--- src/hdl/circular_service_queue_macros.svh ---
// Assertion macros used by the circular service queue RTL.
`ifndef CIRCULAR_SERVICE_QUEUE_MACROS_SVH
`define CIRCULAR_SERVICE_QUEUE_MACROS_SVH
`ifndef SYNTHESIS
`define CSQ_ASSERT_IMPLY(label, clk, rst_n, ante, cons) \
  label: assert property (@(posedge clk) disable iff (!rst_n) (ante) |-> (cons)) \
    else $error("csq assertion failed");
`define CSQ_ASSERT_NEXT(label, clk, rst_n, ante, cons) \
  label: assert property (@(posedge clk) disable iff (!rst_n) (ante) |=> (cons)) \
    else $error("csq assertion failed");
`else
`define CSQ_ASSERT_IMPLY(label, clk, rst_n, ante, cons)
`define CSQ_ASSERT_NEXT(label, clk, rst_n, ante, cons)
`endif
`endif

--- src/hdl/csq_pkg.sv ---
// Types and constants of the circular service queue.
`timescale 1ns / 1ps
package csq_pkg;

  localparam int ID_W   = 32;
  localparam int KIND_W = 3;
  localparam int STAT_W = 2;
  localparam int LEN_W  = 5;

  typedef enum logic [KIND_W-1:0] {
    K_APPEND = 3'd0,
    K_DROP   = 3'd1,
    K_ROTATE = 3'd2,
    K_REMOVE = 3'd3,
    K_CLEAR  = 3'd4,
    K_LIST   = 3'd5
  } kind_t;

  typedef enum logic [STAT_W-1:0] {
    STAT_OK       = 2'd0,
    STAT_EMPTY    = 2'd1,
    STAT_FULL     = 2'd2,
    STAT_NOTFOUND = 2'd3
  } status_t;

  typedef enum logic [2:0] {
    S_IDLE,
    S_EXEC,
    S_POP,
    S_SRCH,
    S_SHIFT,
    S_LIST,
    S_RESP
  } state_t;

  typedef struct packed {
    status_t           status;
    logic [ID_W-1:0]   entry_id;
    logic [LEN_W-1:0]  queue_length;
    logic              last_of_run;
  } res_t;

endpackage

--- src/hdl/csq_chan_if.sv ---
// Request and result channel interfaces of the circular service queue.
`timescale 1ns / 1ps
interface csq_in_if;
  import csq_pkg::*;
  logic              valid;
  logic              ready;
  logic [KIND_W-1:0] kind;
  logic [ID_W-1:0]   item_id;
  modport source (output valid, output kind, output item_id, input ready);
  modport sink (input valid, input kind, input item_id, output ready);
endinterface

interface csq_out_if;
  import csq_pkg::*;
  logic              valid;
  logic              ready;
  logic [STAT_W-1:0] status;
  logic [ID_W-1:0]   entry_id;
  logic [LEN_W-1:0]  queue_length;
  logic              last_of_run;
  modport source (output valid, output status, output entry_id, output queue_length,
                  output last_of_run, input ready);
  modport sink (input valid, input status, input entry_id, input queue_length,
                input last_of_run, output ready);
endinterface

--- src/hdl/csq_ring_mem.sv ---
// Ring storage of queue ids: one write port, one registered read port.
`timescale 1ns / 1ps
module csq_ring_mem #(
  parameter int DEPTH = 16,
  localparam int AW = $clog2(DEPTH)
) (
  input  logic                     clk,
  input  logic                     wr_en,
  input  logic [AW-1:0]            wr_addr,
  input  logic [csq_pkg::ID_W-1:0] wr_data,
  input  logic                     rd_en,
  input  logic [AW-1:0]            rd_addr,
  output logic [csq_pkg::ID_W-1:0] rd_data
);
  import csq_pkg::*;

  logic [ID_W-1:0] slot_mem_r [DEPTH];
  logic [ID_W-1:0] rd_data_r;

  always_ff @(posedge clk) begin
    if (wr_en) begin
      slot_mem_r[wr_addr] <= wr_data;
    end
    if (rd_en) begin
      rd_data_r <= slot_mem_r[rd_addr];
    end
  end

  assign rd_data = rd_data_r;

endmodule

--- src/hdl/csq_ctrl.sv ---
// Request sequencer: decodes each item and walks the ring memory.
`timescale 1ns / 1ps
`include "circular_service_queue_macros.svh"
module csq_ctrl #(
  parameter int DEPTH = 16,
  localparam int AW = $clog2(DEPTH),
  localparam int CW = $clog2(DEPTH + 1)
) (
  input  logic                       clk,
  input  logic                       rst_n,
  input  logic                       in_valid,
  input  logic [csq_pkg::KIND_W-1:0] in_kind,
  input  logic [csq_pkg::ID_W-1:0]   in_item_id,
  output logic                       in_ready,
  input  logic                       out_free,
  output logic                       push,
  output csq_pkg::res_t              res,
  output logic                       mem_we,
  output logic [AW-1:0]              mem_waddr,
  output logic [csq_pkg::ID_W-1:0]   mem_wdata,
  output logic                       mem_re,
  output logic [AW-1:0]              mem_raddr,
  input  logic [csq_pkg::ID_W-1:0]   mem_rdata
);
  import csq_pkg::*;

  state_t          state_r, state_nxt;
  kind_t           kind_r, kind_nxt;
  logic [ID_W-1:0] id_r, id_nxt;
  logic [AW-1:0]   head_r, head_nxt;
  logic [CW-1:0]   fill_r, fill_nxt;
  logic [CW-1:0]   pos_r, pos_nxt;
  status_t         stat_r, stat_nxt;
  logic [ID_W-1:0] entry_r, entry_nxt;

  logic [CW-1:0]   pos_inc;
  logic [CW-1:0]   pos_dec;
  logic [31:0]     fill_wide;
  logic [LEN_W-1:0] fill_len;
  logic            list_last;

  function automatic logic [AW-1:0] ring_at(input logic [AW-1:0] base,
                                            input logic [AW-1:0] off);
    logic [AW:0] s;
    s = {1'b0, base} + {1'b0, off};
    if (s >= (AW+1)'(DEPTH)) begin
      s = s - (AW+1)'(DEPTH);
    end
    return s[AW-1:0];
  endfunction

  assign pos_inc   = pos_r + CW'(1);
  assign pos_dec   = pos_r - CW'(1);
  assign fill_wide = 32'(fill_r);
  assign fill_len  = fill_wide[LEN_W-1:0];
  assign list_last = (pos_inc == fill_r);

  always_ff @(posedge clk) begin
    if (!rst_n) begin
      state_r <= S_IDLE;
      head_r  <= '0;
      fill_r  <= '0;
    end else begin
      state_r <= state_nxt;
      head_r  <= head_nxt;
      fill_r  <= fill_nxt;
    end
    kind_r  <= kind_nxt;
    id_r    <= id_nxt;
    pos_r   <= pos_nxt;
    stat_r  <= stat_nxt;
    entry_r <= entry_nxt;
  end

  always_comb begin
    state_nxt = state_r;
    kind_nxt  = kind_r;
    id_nxt    = id_r;
    head_nxt  = head_r;
    fill_nxt  = fill_r;
    pos_nxt   = pos_r;
    stat_nxt  = stat_r;
    entry_nxt = entry_r;
    in_ready  = 1'b0;
    push      = 1'b0;
    res.status       = stat_r;
    res.entry_id     = entry_r;
    res.queue_length = fill_len;
    res.last_of_run  = 1'b1;
    mem_we    = 1'b0;
    mem_waddr = ring_at(head_r, fill_r[AW-1:0]);
    mem_wdata = id_r;
    mem_re    = 1'b0;
    mem_raddr = ring_at(head_r, pos_inc[AW-1:0]);
    case (state_r)
      S_IDLE: begin
        in_ready = 1'b1;
        if (in_valid) begin
          kind_nxt  = kind_t'(in_kind);
          id_nxt    = in_item_id;
          state_nxt = S_EXEC;
        end
      end
      S_EXEC: begin
        entry_nxt = '0;
        state_nxt = S_RESP;
        case (kind_r)
          K_APPEND: begin
            if (fill_r == CW'(DEPTH)) begin
              stat_nxt = STAT_FULL;
            end else begin
              mem_we   = 1'b1;
              fill_nxt = fill_r + CW'(1);
              stat_nxt = STAT_OK;
            end
          end
          K_DROP, K_ROTATE, K_REMOVE, K_LIST: begin
            if (fill_r == '0) begin
              stat_nxt = STAT_EMPTY;
            end else begin
              mem_re    = 1'b1;
              mem_raddr = head_r;
              pos_nxt   = '0;
              if (kind_r == K_REMOVE) begin
                state_nxt = S_SRCH;
              end else if (kind_r == K_LIST) begin
                state_nxt = S_LIST;
              end else begin
                state_nxt = S_POP;
              end
            end
          end
          K_CLEAR: begin
            fill_nxt = '0;
            head_nxt = '0;
            stat_nxt = STAT_OK;
          end
          default: begin
            state_nxt = S_IDLE;
          end
        endcase
      end
      S_POP: begin
        stat_nxt  = STAT_OK;
        entry_nxt = mem_rdata;
        head_nxt  = ring_at(head_r, AW'(1));
        if (kind_r == K_DROP) begin
          fill_nxt = fill_r - CW'(1);
        end else begin
          mem_we    = 1'b1;
          mem_wdata = mem_rdata;
        end
        state_nxt = S_RESP;
      end
      S_SRCH: begin
        if (mem_rdata == id_r) begin
          if (pos_inc == fill_r) begin
            fill_nxt  = fill_r - CW'(1);
            stat_nxt  = STAT_OK;
            entry_nxt = id_r;
            state_nxt = S_RESP;
          end else begin
            mem_re    = 1'b1;
            pos_nxt   = pos_inc;
            state_nxt = S_SHIFT;
          end
        end else if (pos_inc == fill_r) begin
          stat_nxt  = STAT_NOTFOUND;
          entry_nxt = '0;
          state_nxt = S_RESP;
        end else begin
          mem_re  = 1'b1;
          pos_nxt = pos_inc;
        end
      end
      S_SHIFT: begin
        mem_we    = 1'b1;
        mem_waddr = ring_at(head_r, pos_dec[AW-1:0]);
        mem_wdata = mem_rdata;
        if (pos_inc == fill_r) begin
          fill_nxt  = fill_r - CW'(1);
          stat_nxt  = STAT_OK;
          entry_nxt = id_r;
          state_nxt = S_RESP;
        end else begin
          mem_re  = 1'b1;
          pos_nxt = pos_inc;
        end
      end
      S_LIST: begin
        res.status      = STAT_OK;
        res.entry_id    = mem_rdata;
        res.last_of_run = list_last;
        if (out_free) begin
          push = 1'b1;
          if (list_last) begin
            state_nxt = S_IDLE;
          end else begin
            mem_re  = 1'b1;
            pos_nxt = pos_inc;
          end
        end
      end
      S_RESP: begin
        if (out_free) begin
          push      = 1'b1;
          state_nxt = S_IDLE;
        end
      end
      default: begin
        state_nxt = S_IDLE;
      end
    endcase
  end

  `CSQ_ASSERT_IMPLY(a_fill_bound, clk, rst_n, 1'b1, fill_r <= CW'(DEPTH))
  `CSQ_ASSERT_IMPLY(a_no_rw_clash, clk, rst_n, mem_we && mem_re, mem_waddr != mem_raddr)
  `CSQ_ASSERT_IMPLY(a_push_free, clk, rst_n, push, out_free)
  `CSQ_ASSERT_NEXT(a_accept_exec, clk, rst_n, in_valid && in_ready, state_r == S_EXEC)

endmodule

--- src/hdl/circular_service_queue.sv ---
// Top level of the circular service queue: sequencer, ring memory and result register.
//
//   channel  dir  handshake      payload
//   in_ch    in   valid/ready    kind, item_id
//   out_ch   out  valid/ready    status, entry_id, queue_length, last_of_run
//
// Append and clear pass accept, execute, respond; drop and rotate add a pop step; remove
// searches, then shifts each later entry down a slot; list emits one result per entry,
// or an empty status. Every entry read passes through the single registered read port of
// the ring memory. Reset clears the fill level and head; the ring contents need no
// clearing. A finished result waits in the output register while the next item is taken;
// the final step of an item and each list step hold while the register is full and unread.
`timescale 1ns / 1ps
module circular_service_queue #(
  parameter int DEPTH = 16
) (
  input  logic         clk,
  input  logic         rst_n,
  csq_in_if.sink       in_ch,
  csq_out_if.source    out_ch
);
  import csq_pkg::*;

  localparam int AW = $clog2(DEPTH);

  logic            out_valid_r, out_valid_nxt;
  res_t            out_res_r, out_res_nxt;
  logic            out_free;
  logic            push;
  res_t            res;
  logic            mem_we;
  logic [AW-1:0]   mem_waddr;
  logic [ID_W-1:0] mem_wdata;
  logic            mem_re;
  logic [AW-1:0]   mem_raddr;
  logic [ID_W-1:0] mem_rdata;

  assign out_free = !out_valid_r || out_ch.ready;

  csq_ctrl #(.DEPTH(DEPTH)) u_ctrl (
    .clk        (clk),
    .rst_n      (rst_n),
    .in_valid   (in_ch.valid),
    .in_kind    (in_ch.kind),
    .in_item_id (in_ch.item_id),
    .in_ready   (in_ch.ready),
    .out_free   (out_free),
    .push       (push),
    .res        (res),
    .mem_we     (mem_we),
    .mem_waddr  (mem_waddr),
    .mem_wdata  (mem_wdata),
    .mem_re     (mem_re),
    .mem_raddr  (mem_raddr),
    .mem_rdata  (mem_rdata)
  );

  csq_ring_mem #(.DEPTH(DEPTH)) u_mem (
    .clk     (clk),
    .wr_en   (mem_we),
    .wr_addr (mem_waddr),
    .wr_data (mem_wdata),
    .rd_en   (mem_re),
    .rd_addr (mem_raddr),
    .rd_data (mem_rdata)
  );

  always_comb begin
    out_valid_nxt = out_valid_r;
    out_res_nxt   = out_res_r;
    if (push) begin
      out_valid_nxt = 1'b1;
      out_res_nxt   = res;
    end else if (out_ch.ready) begin
      out_valid_nxt = 1'b0;
    end
  end

  always_ff @(posedge clk) begin
    if (!rst_n) begin
      out_valid_r <= 1'b0;
    end else begin
      out_valid_r <= out_valid_nxt;
    end
    out_res_r <= out_res_nxt;
  end

  assign out_ch.valid        = out_valid_r;
  assign out_ch.status       = out_res_r.status;
  assign out_ch.entry_id     = out_res_r.entry_id;
  assign out_ch.queue_length = out_res_r.queue_length;
  assign out_ch.last_of_run  = out_res_r.last_of_run;

endmodule
--- src/flat_wrapper.sv ---
// flat-port wrapper written by rule: the top's interface ports become plain ports
module circular_service_queue_flat import csq_pkg::*;
#(
  parameter int DEPTH = 16
)
  (clk, rst_n, in_ch_valid, in_ch_kind, in_ch_item_id, in_ch_ready, out_ch_valid, out_ch_status, out_ch_entry_id, out_ch_queue_length, out_ch_last_of_run, out_ch_ready);
  csq_in_if in_ch_i ();
  csq_out_if out_ch_i ();
  input  logic clk;
  input  logic rst_n;
  input wire logic [$bits(in_ch_i.valid)-1:0] in_ch_valid;
  input wire logic [$bits(in_ch_i.kind)-1:0] in_ch_kind;
  input wire logic [$bits(in_ch_i.item_id)-1:0] in_ch_item_id;
  output wire logic [$bits(in_ch_i.ready)-1:0] in_ch_ready;
  output wire logic [$bits(out_ch_i.valid)-1:0] out_ch_valid;
  output wire logic [$bits(out_ch_i.status)-1:0] out_ch_status;
  output wire logic [$bits(out_ch_i.entry_id)-1:0] out_ch_entry_id;
  output wire logic [$bits(out_ch_i.queue_length)-1:0] out_ch_queue_length;
  output wire logic [$bits(out_ch_i.last_of_run)-1:0] out_ch_last_of_run;
  input wire logic [$bits(out_ch_i.ready)-1:0] out_ch_ready;
  assign in_ch_i.valid = in_ch_valid;
  assign in_ch_i.kind = in_ch_kind;
  assign in_ch_i.item_id = in_ch_item_id;
  assign in_ch_ready = in_ch_i.ready;
  assign out_ch_valid = out_ch_i.valid;
  assign out_ch_status = out_ch_i.status;
  assign out_ch_entry_id = out_ch_i.entry_id;
  assign out_ch_queue_length = out_ch_i.queue_length;
  assign out_ch_last_of_run = out_ch_i.last_of_run;
  assign out_ch_i.ready = out_ch_ready;
  circular_service_queue #(.DEPTH(DEPTH)) u_core (.clk(clk), .rst_n(rst_n), .in_ch(in_ch_i), .out_ch(out_ch_i));
endmodule
--- config.mk ---
export PLATFORM = sky130hd
export DESIGN_NAME = circular_service_queue_flat
export DESIGN_NICKNAME = d
export VERILOG_FILES = /design/src/hdl/csq_pkg.sv /design/src/hdl/csq_chan_if.sv /design/src/hdl/csq_ring_mem.sv /design/src/hdl/csq_ctrl.sv /design/src/hdl/circular_service_queue.sv /design/src/flat_wrapper.sv
export VERILOG_INCLUDE_DIRS = /design/src /design/src/hdl
export SDC_FILE = /design/constraint.sdc
export NUM_CORES = 1
export LEC_CHECK = 0
export ABC_AREA = 1
export BUFFER_PORTS_ARGS = -buffer_cell sky130_fd_sc_hd__buf_4
export CORE_AREA = 2 2 210 295
export CTS_BUF_LIST = sky130_fd_sc_hd__clkbuf_8
export DETAILED_ROUTE_END_ITERATION = 8
export DIE_AREA = 0 0 212 297
export HOLD_SLACK_MARGIN = 0.06
export PLACE_DENSITY = 0.63
export SLEW_MARGIN = 20
export SYNTH_ARGS = -nofsm -noshare
export SYNTH_HDL_FRONTEND = slang
export SYNTH_SLANG_ARGS = --single-unit
--- constraint.sdc ---
create_clock -name clk -period 5.4 [get_ports clk]
set_input_delay 0.54 -clock clk [delete_from_list [all_inputs] [get_ports clk]]
set_output_delay 0.54 -clock clk [all_outputs]
set_load 0.01 [all_outputs]
# Word level (Yosys, flattened, before mapping)
# Memory sizes are Yosys's and may differ from the RTL's. A register that Yosys moved wholly into a read port is not among the register bits.
# Cells that the tools add are included.
[word_totals] ff_bits=127 ramBits=512 inputBits=39 output_inout_bits=42 wordCells=141 mem_count=1
[memory_table] memory="u_core.u_mem.slot_mem_r" depth=16 word_bits=32 rd=1 rd_clocked_by_memory_dff=1 write_ports=1 line="csq_ring_mem.sv:17" source="logic [ID_W-1:0] slot_mem_r [DEPTH];"
[op_classes] n_addsub=12 magnitude_cmp=4 eq_ne=28 n_mux=63 n_reduce_logical=20
[ops] cell="32-bit 2-to-1 mux" n=5
[ops] cell="32-bit case mux with 4 select lines" n=1
[ops] cell="32-bit case mux with 2 select lines" n=1
[ops] cell="5-bit 2-to-1 mux" n=8
[ops] cell="4-bit 2-to-1 mux" n=9
[ops] cell="32-bit equality test" n=1
[ops] cell="3-bit 2-to-1 mux" n=9
[ops] cell="3-bit case mux with 7 select lines" n=1
[ops] cell="5-bit >= comparator (second input constant)" n=4
[ops] cell="5-bit case mux with 4 select lines" n=1
[ops] cell="4-bit by 1-bit subtractor with 4-bit output (second input constant)" n=5
[ops] cell="4-bit by 4-bit adder with 5-bit output" n=3
[ops] cell="3-bit equality test (second input constant)" n=5
[ops] cell="5-bit case mux with 3 select lines" n=1
[ops] cell="1-bit 2-to-1 mux" n=14
[ops] cell="3-bit by 2-bit equality test with 1-bit output (second input constant)" n=4
[ops] cell="2-bit 2-to-1 mux" n=6
[ops] cell="2-bit inequality test (second input constant)" n=6
[ops] cell="4-bit AND reduction" n=3
[ops] cell="5-bit by 1-bit adder with 5-bit output (second input constant)" n=2
[ops] cell="5-bit case mux with 2 select lines" n=1
[ops] cell="3-bit inequality test (second input constant)" n=3
[ops] cell="2-bit case mux with 4 select lines" n=1
[ops] cell="4-bit case mux with 2 select lines" n=1
[ops] cell="22 further kinds" n=32

# Logic depth before layout (Yosys ltp)
[logic_depth] ltp_word=7 ltp_mapped=15 depth_no_buf=14

# By module
# A second synthesis with hierarchy kept.
[unflattened] hier_cells=2964 hier_area_um2=30219.0
[modules_own_cells] mod="csq_ring_mem" n_inst=1 cells_each=2121 area_each_um2=23058.4 seq_area_each_um2=16335.7
[modules_own_cells] mod="csq_ctrl" n_inst=1 cells_each=797 area_each_um2=5913.2 seq_area_each_um2=2462.4
[modules_own_cells] mod="circular_service_queue" n_inst=1 cells_each=46 area_each_um2=1247.4 seq_area_each_um2=1221.2

# Worst setup path after synthesis
# No wires, ideal clock.
[synth_path] kind="reg2reg" start="register u_core.u_ctrl.pos_r[0]" end="memory u_core.u_mem.slot_mem_r[10][0] (enable)" setup_time_ns=0.421 t_arrival_ns=3.328 required_ns=4.979 slack_ns=1.651 path_stages_with_launch=12 n_path_buf=0 synth_period_minus_slack_ns=3.749 path_cell_list="edfxtp_1 > inv_1 > ha_1 > xnor2_1 > a21oi_1 > ha_1 > a21oi_1 > nand2_1 > xor2_1 > xor2_1 > nand2_1 > nor2_1"
[synth_via] elab_chain_len=5 word_cells_on_any_way=6 classes_between="3 x add/sub; 1 x order compare; 2 x mux"
[synth_lines] item="start: declaration" line="csq_ctrl.sv:32" source="logic [CW-1:0] pos_r, pos_nxt;"
[synth_lines] item="start signal: assignment" line="csq_ctrl.sv:70" source="pos_r <= pos_nxt;"
[synth_lines] item="4-bit by 1-bit subtractor with 4-bit output (*)" line="csq_ctrl.sv:53" source="assign pos_dec = pos_r - CW'(1);"
[synth_lines] item="4-bit by 4-bit adder with 5-bit output (*)" line="csq_ctrl.sv:45" source="s = {1'b0, base} + {1'b0, off};"
[synth_lines] item="4-bit by 1-bit subtractor with 4-bit output or 5-bit >= comparator (tied branches)" line="csq_ctrl.sv:47, csq_ctrl.sv:46"
[synth_lines] item="4-bit 2-to-1 mux (*)" line="csq_ctrl.sv:46" source="if (s >= (AW+1)'(DEPTH)) begin"
[synth_lines] item="4-bit 2-to-1 mux (*)" line="csq_ctrl.sv:95" source="case (state_r)"
[synth_lines] item="end: declaration" line="csq_ring_mem.sv:17"
# Every way passes the cells marked *; elsewhere a longest branch is shown, timed or not.

# Worst setup path after layout
[layout_path] start="register u_core.u_ctrl.state_r[0]" end="memory u_core.u_mem.slot_mem_r[8][22] (enable)"
[layout_via] elab_chain_len=4 word_cells_on_any_way=7 classes_between="3 x eq/ne; 4 x mux"
[layout_lines] item="start: declaration" line="csq_ctrl.sv:27" source="state_t state_r, state_nxt;"
[layout_lines] item="start signal: assignment" line="csq_ctrl.sv:64" source="state_r <= state_nxt;"
[layout_lines] item="3-bit equality test, or another cell as far along" line="csq_ctrl.sv:95"
[layout_lines] item="1-bit case mux with 3 select lines" line="csq_ctrl.sv:95"
[layout_lines] item="1-bit 2-to-1 mux" line="csq_ring_mem.sv:21" source="if (wr_en) begin"
[layout_lines] item="1-bit 2-to-1 mux (not written as such)" line="csq_ring_mem.sv:22" source="slot_mem_r[wr_addr] <= wr_data;"
# Parallel ways exist; a longest one is shown, timed or not.

==> results by stage <==
Setup path:
- The peak per-stage delay on the critical path is 700 ps.
- The critical path in this run is classified as flip-flop to flip-flop.
- Along the worst path, the maximum fanout reaches 17.
- The worst setup path is captured at a flip-flop.
- STA puts the critical path data required time at 5790 ps.
- The buffer and inverter count on the worst path is 3.
- The signal on the critical path passes through inv_1 > nand2_1 > nor2_2 > inv_1 > o21ai_0 > ha_1 > nand3_1 > nand2_1 > xor2_1 > xor2_1 > nand2_1 > nor2_4 > buf_4.
- The kind of start point of the critical path is a flip-flop.
- The largest delay contributor family on the critical path is simple AND/OR/NAND/NOR gates.
- Data on the critical path arrives at its endpoint at 4350 ps.
- By instance count, the cell type seen most on the critical path is sky130_fd_sc_hd__nand2_1.
- The slowest stage of the critical path belongs to the cell sky130_fd_sc_hd__nor2_4.

Pwr:
- Of the total power, the share spent switching nets is 44.2%.
- The static leakage is 14.2 nW.
- Of the total power, registers draw 35.9%.
- The combinational share of power is 46.3%.
- The power per standard cell area is 676 nW/µm².
- The cell internal power dissipation is 12.8 mW.
- The analysis attributes to net switching a power of 10.1 mW.
- Total power for the finished layout comes to 22.9 mW.
- Across the VDD grid, the largest voltage drop is 823 µV.
- In this run, the clock network consumes 17.9% of the power.

Clocking:
- The root buffer cell chosen for the clock tree is sky130_fd_sc_hd__clkbuf_8.
- The TritonCTS clock tree is built.
- The largest buffer count on any clock path is 3.
- CTS built an H-tree with a depth of 3.
- The number of buffers added for setup after CTS is 0.
- The source-to-sink clock delay at the later pin of the worst-skew pair is 710 ps.
- The clock drives 671 sinks.
- The clock-pin slew of the registers on the worst-case setup and hold paths is 60 ps.
- The clock buffer count from CTS is 97.
- The number of gates resized after CTS was 0.

Finish:
- Of the cells placed in the final design, the portion with a size suffix greater than 1 is 10.4%.
- The count of nets after finishing is 3110.
- Relative to the synthesized area, the layout overhead comes to 13.3%.

Logic synthesis:
- The post-synthesis async set-or-reset flop share is 0%.
- The number of flip-flops and latches in the synthesized netlist is 671.
- For this run, the leading register cell type out of synthesis is sky130_fd_sc_hd__edfxtp_1.
- The synthesized netlist contains 41 unique library cells.
- The number of warning messages in the yosys log is 0.
- The synthesized design contains 658 enable-type register cells.
- After technology mapping, the gate count stands at 2930.
- After synthesis, the mean cell area works out to 10.2 µm².
- The synthesized netlist occupies a cell area of 29900 µm².
- Of the synthesized area, sequential elements account for 66.9%.
- The number of nets produced by synthesis is 2983.

Die:
- In this run the horizontal extent of the chip is 212 µm.
- The number of primary I/O pins is 81.
- The core area is 60400 µm².
- The die boundary height is 297 µm.
- For this configuration, the core starts out at a cell density of 49.5%.
- The area of the die is 63000 µm².
- The total number of placement rows is 107.

Global routing:
- The initial antenna violation count is 1.
- The total congestion overflow after global routing is 0.
- The via count of the first global-routing pass is 20135.
- The global router's overall resource usage is 24.4%.
- The first-pass GRT wire length is 116000 µm.
- Entering global routing, the biggest net connects 166 pins.

Timing:
- Setup violations remaining at the end of the flow were counted as 0.
- The total negative slack for setup checks is 0 ps.
- The clock tree skew after final layout is 30.0 ps.
- The worst-margin pin slew is 1050 ps.
- After layout, the worst path uses 73.2% of the clock period.
- Static timing analysis puts the maximum clock frequency at 253 MHz.
- The final count of hold timing violations was 0.
- Setup repair after global routing left no endpoint under its margin.
- The worst pin sits at a relative slew slack of 29.9%.
- The final hold slack is 149 ps.
- The final-report max-slew violation count was 0.
- The minimum clock period after layout is 3950 ps.

Detailed routing:
- The remaining design rule violation count is 0.
- The final layout contains routed wiring with a total length of 76000 µm.
- In the routed layout, each cell is associated on average with a via count of 5.23.
- For this block, the via count after detailed routing is 20675.
- The first-pass iteration count of the detailed router is 7.
- After detailed routing, the average wire length per cell comes to 19.2 µm.
- The detailed router finished its first iteration with 1937 violations.
- The count of nets left with antenna violations once routing finished came out at 0.

Min path:
- The min-delay analysis places its worst path in the category input pin to flip-flop.

Placement:
- During placement, the flow inserted port buffers numbering 80.
- At the end of routability-driven placement, the weighted congestion stood at 0.905.
- Detailed placement finished with a half-perimeter wire length of 42500 µm.

Run status:
- The run finished with clean final reports.

Run:
- The max-cap violation count is 0.
-- placed cells by master, fill, tap and decap left out, drive strengths merged, types with 6 or more instances in the layout --
cell type | netlist | layout
o22ai | 34 | 34
inv | 504 | 533
nand4 | 12 | 12
clkbuf | 24 | 101
xnor2 | 23 | 23
edfxtp | 658 | 658
dfxtp | 13 | 13
buf | 112 | 129
nand2 | 865 | 865
nor2 | 100 | 100
nor3 | 6 | 6
bufinv | 0 | 8
xor2 | 11 | 11
a21oi | 50 | 50
dlygate4sd3 | 0 | 35
nand3 | 412 | 412
o21ai | 77 | 77
clkinv | 1 | 41
ha | 12 | 12
-- cells by family after synthesis --
kind of cell / count (synthesis) / share of synthesized area (%)
xor gates and xnor gates: 34 / 0.996
buffers and inverters: 641 / 8.70
adders and majority gates: 14 / 0.636
and+or+nand+nor: 1400 / 19.6
DFF: 671 / 66.9
AOI/OAI and AO/OA: 170 / 3.11
-- what timing repair did --
action,4_1_cts,5_1_grt
hold buffers,35,0
endpoints found under the setup margin,0,0
endpoints found under the hold margin,35,0
-- layer usage --
metal  global-route usage (%)  wire [µm]
met1                     32.1      31400
met4                     10.9       2790
met3                     3.26       4880
met2                     40.2      36900
met5                        0          0
-- flip-flops by register name, indices dropped and copies added, names as in the netlist, 2 cells and up --
signal and flops:
u_core.u_ctrl.entry_r 32, u_core.u_mem.slot_mem_r 512, u_core.u_mem.rd_data 32, u_core.u_ctrl.fill_len 5
u_core.u_ctrl.state_r 3, u_core.out_ch.entry_id 32, u_core.out_ch.status 2, u_core.u_ctrl.head_r 4
u_core.u_ctrl.stat_r 2, u_core.u_ctrl.pos_r 5, u_core.u_ctrl.kind_r 3, u_core.u_ctrl.id_r 32
u_core.out_ch.queue_length 5
-- synthesized netlist by cell type (12+ instances only) --
cell                       instances  share of area, %
sky130_fd_sc_hd__a21oi_1          48              0.80
sky130_fd_sc_hd__buf_2            90               1.5
sky130_fd_sc_hd__clkbuf_1         24              0.30
sky130_fd_sc_hd__dfxtp_1          13              0.87
sky130_fd_sc_hd__edfxtp_1        658                66
sky130_fd_sc_hd__ha_1             12              0.50
sky130_fd_sc_hd__inv_1           498               6.3
sky130_fd_sc_hd__nand2_1         863                11
sky130_fd_sc_hd__nand3_1         409               6.8
sky130_fd_sc_hd__nand4_1          12              0.25
sky130_fd_sc_hd__nor2_1           97               1.2
sky130_fd_sc_hd__o21ai_0          75               1.3
sky130_fd_sc_hd__o22ai_1          34              0.71
sky130_fd_sc_hd__xnor2_1          23              0.67
-- per-stage QoR --
stage | instances | cell area (µm²) | util, % | setup WS (ps)
3_5_place_dp | 3738 | 31500 | 52.2 | 1510
2_1_floorplan | 2930 | 29900 | - | 1650
6_report | 3956 | 33900 | 56.1 | 1450
3_3_place_gp | 3738 | 31500 | 52.1 | 1550
4_1_cts | 3953 | 33800 | 56.0 | 1470
5_1_grt | 3956 | 33900 | 56.1 | 1160
-- worst paths after layout --
kind	start	endpoint	slack, ps	cells after the start
worst min register to register	u_core.u_ctrl.head_r[3]$_SDFFE_PN0P_	u_core.u_ctrl.head_r[3]$_SDFFE_PN0P_	510	2
worst max-delay path	u_core.u_ctrl.state_r[0]$_SDFFE_PN0P_	u_core.u_mem.slot_mem_r[8][22]$_DFFE_PP_	1450	13
worst max register to register	u_core.u_ctrl.state_r[0]$_SDFFE_PN0P_	u_core.u_mem.slot_mem_r[8][22]$_DFFE_PP_	1450	13
worst min-delay path	rst_n	u_core.u_ctrl.fill_len[1]$_SDFFE_PN0P_	150	3
-- worst register-to-register path, cell delays in order (launching register included) --
cell,delay [ps]
sky130_fd_sc_hd__dfxtp_1,350
sky130_fd_sc_hd__inv_1,120
sky130_fd_sc_hd__nand2_1,110
sky130_fd_sc_hd__nor2_2,360
sky130_fd_sc_hd__inv_1,170
sky130_fd_sc_hd__o21ai_0,320
sky130_fd_sc_hd__ha_1,300
sky130_fd_sc_hd__nand3_1,80
sky130_fd_sc_hd__nand2_1,70
sky130_fd_sc_hd__xor2_1,170
sky130_fd_sc_hd__xor2_1,260
sky130_fd_sc_hd__nand2_1,290
sky130_fd_sc_hd__nor2_4,700
sky130_fd_sc_hd__buf_4,340
-- area by class of cell --
cell class / instances / area (µm²)
inverters: 505 / 1900
repair buffers: 164 / 1450
diodes: 1 / 2.50
clock buffers: 101 / 1390
clock inverters: 79 / 557
flip-flops and latches: 671 / 20000
well taps: 817 / 1020
multi-input cells: 1618 / 7560
fillers: 5022 / 26500
-- power groups by stage --
stage	Sequential, mW	Clock [mW]	Combinational [mW]
floorplan	8.12	0	7.44
global placement	8.30	0	10.2
detailed placement	8.31	0	10.4
CTS	8.21	4.18	10.5
global route	8.27	4.39	11.8
finish	8.21	4.09	10.6
Note: power is estimated with default switching activity, not from simulation.
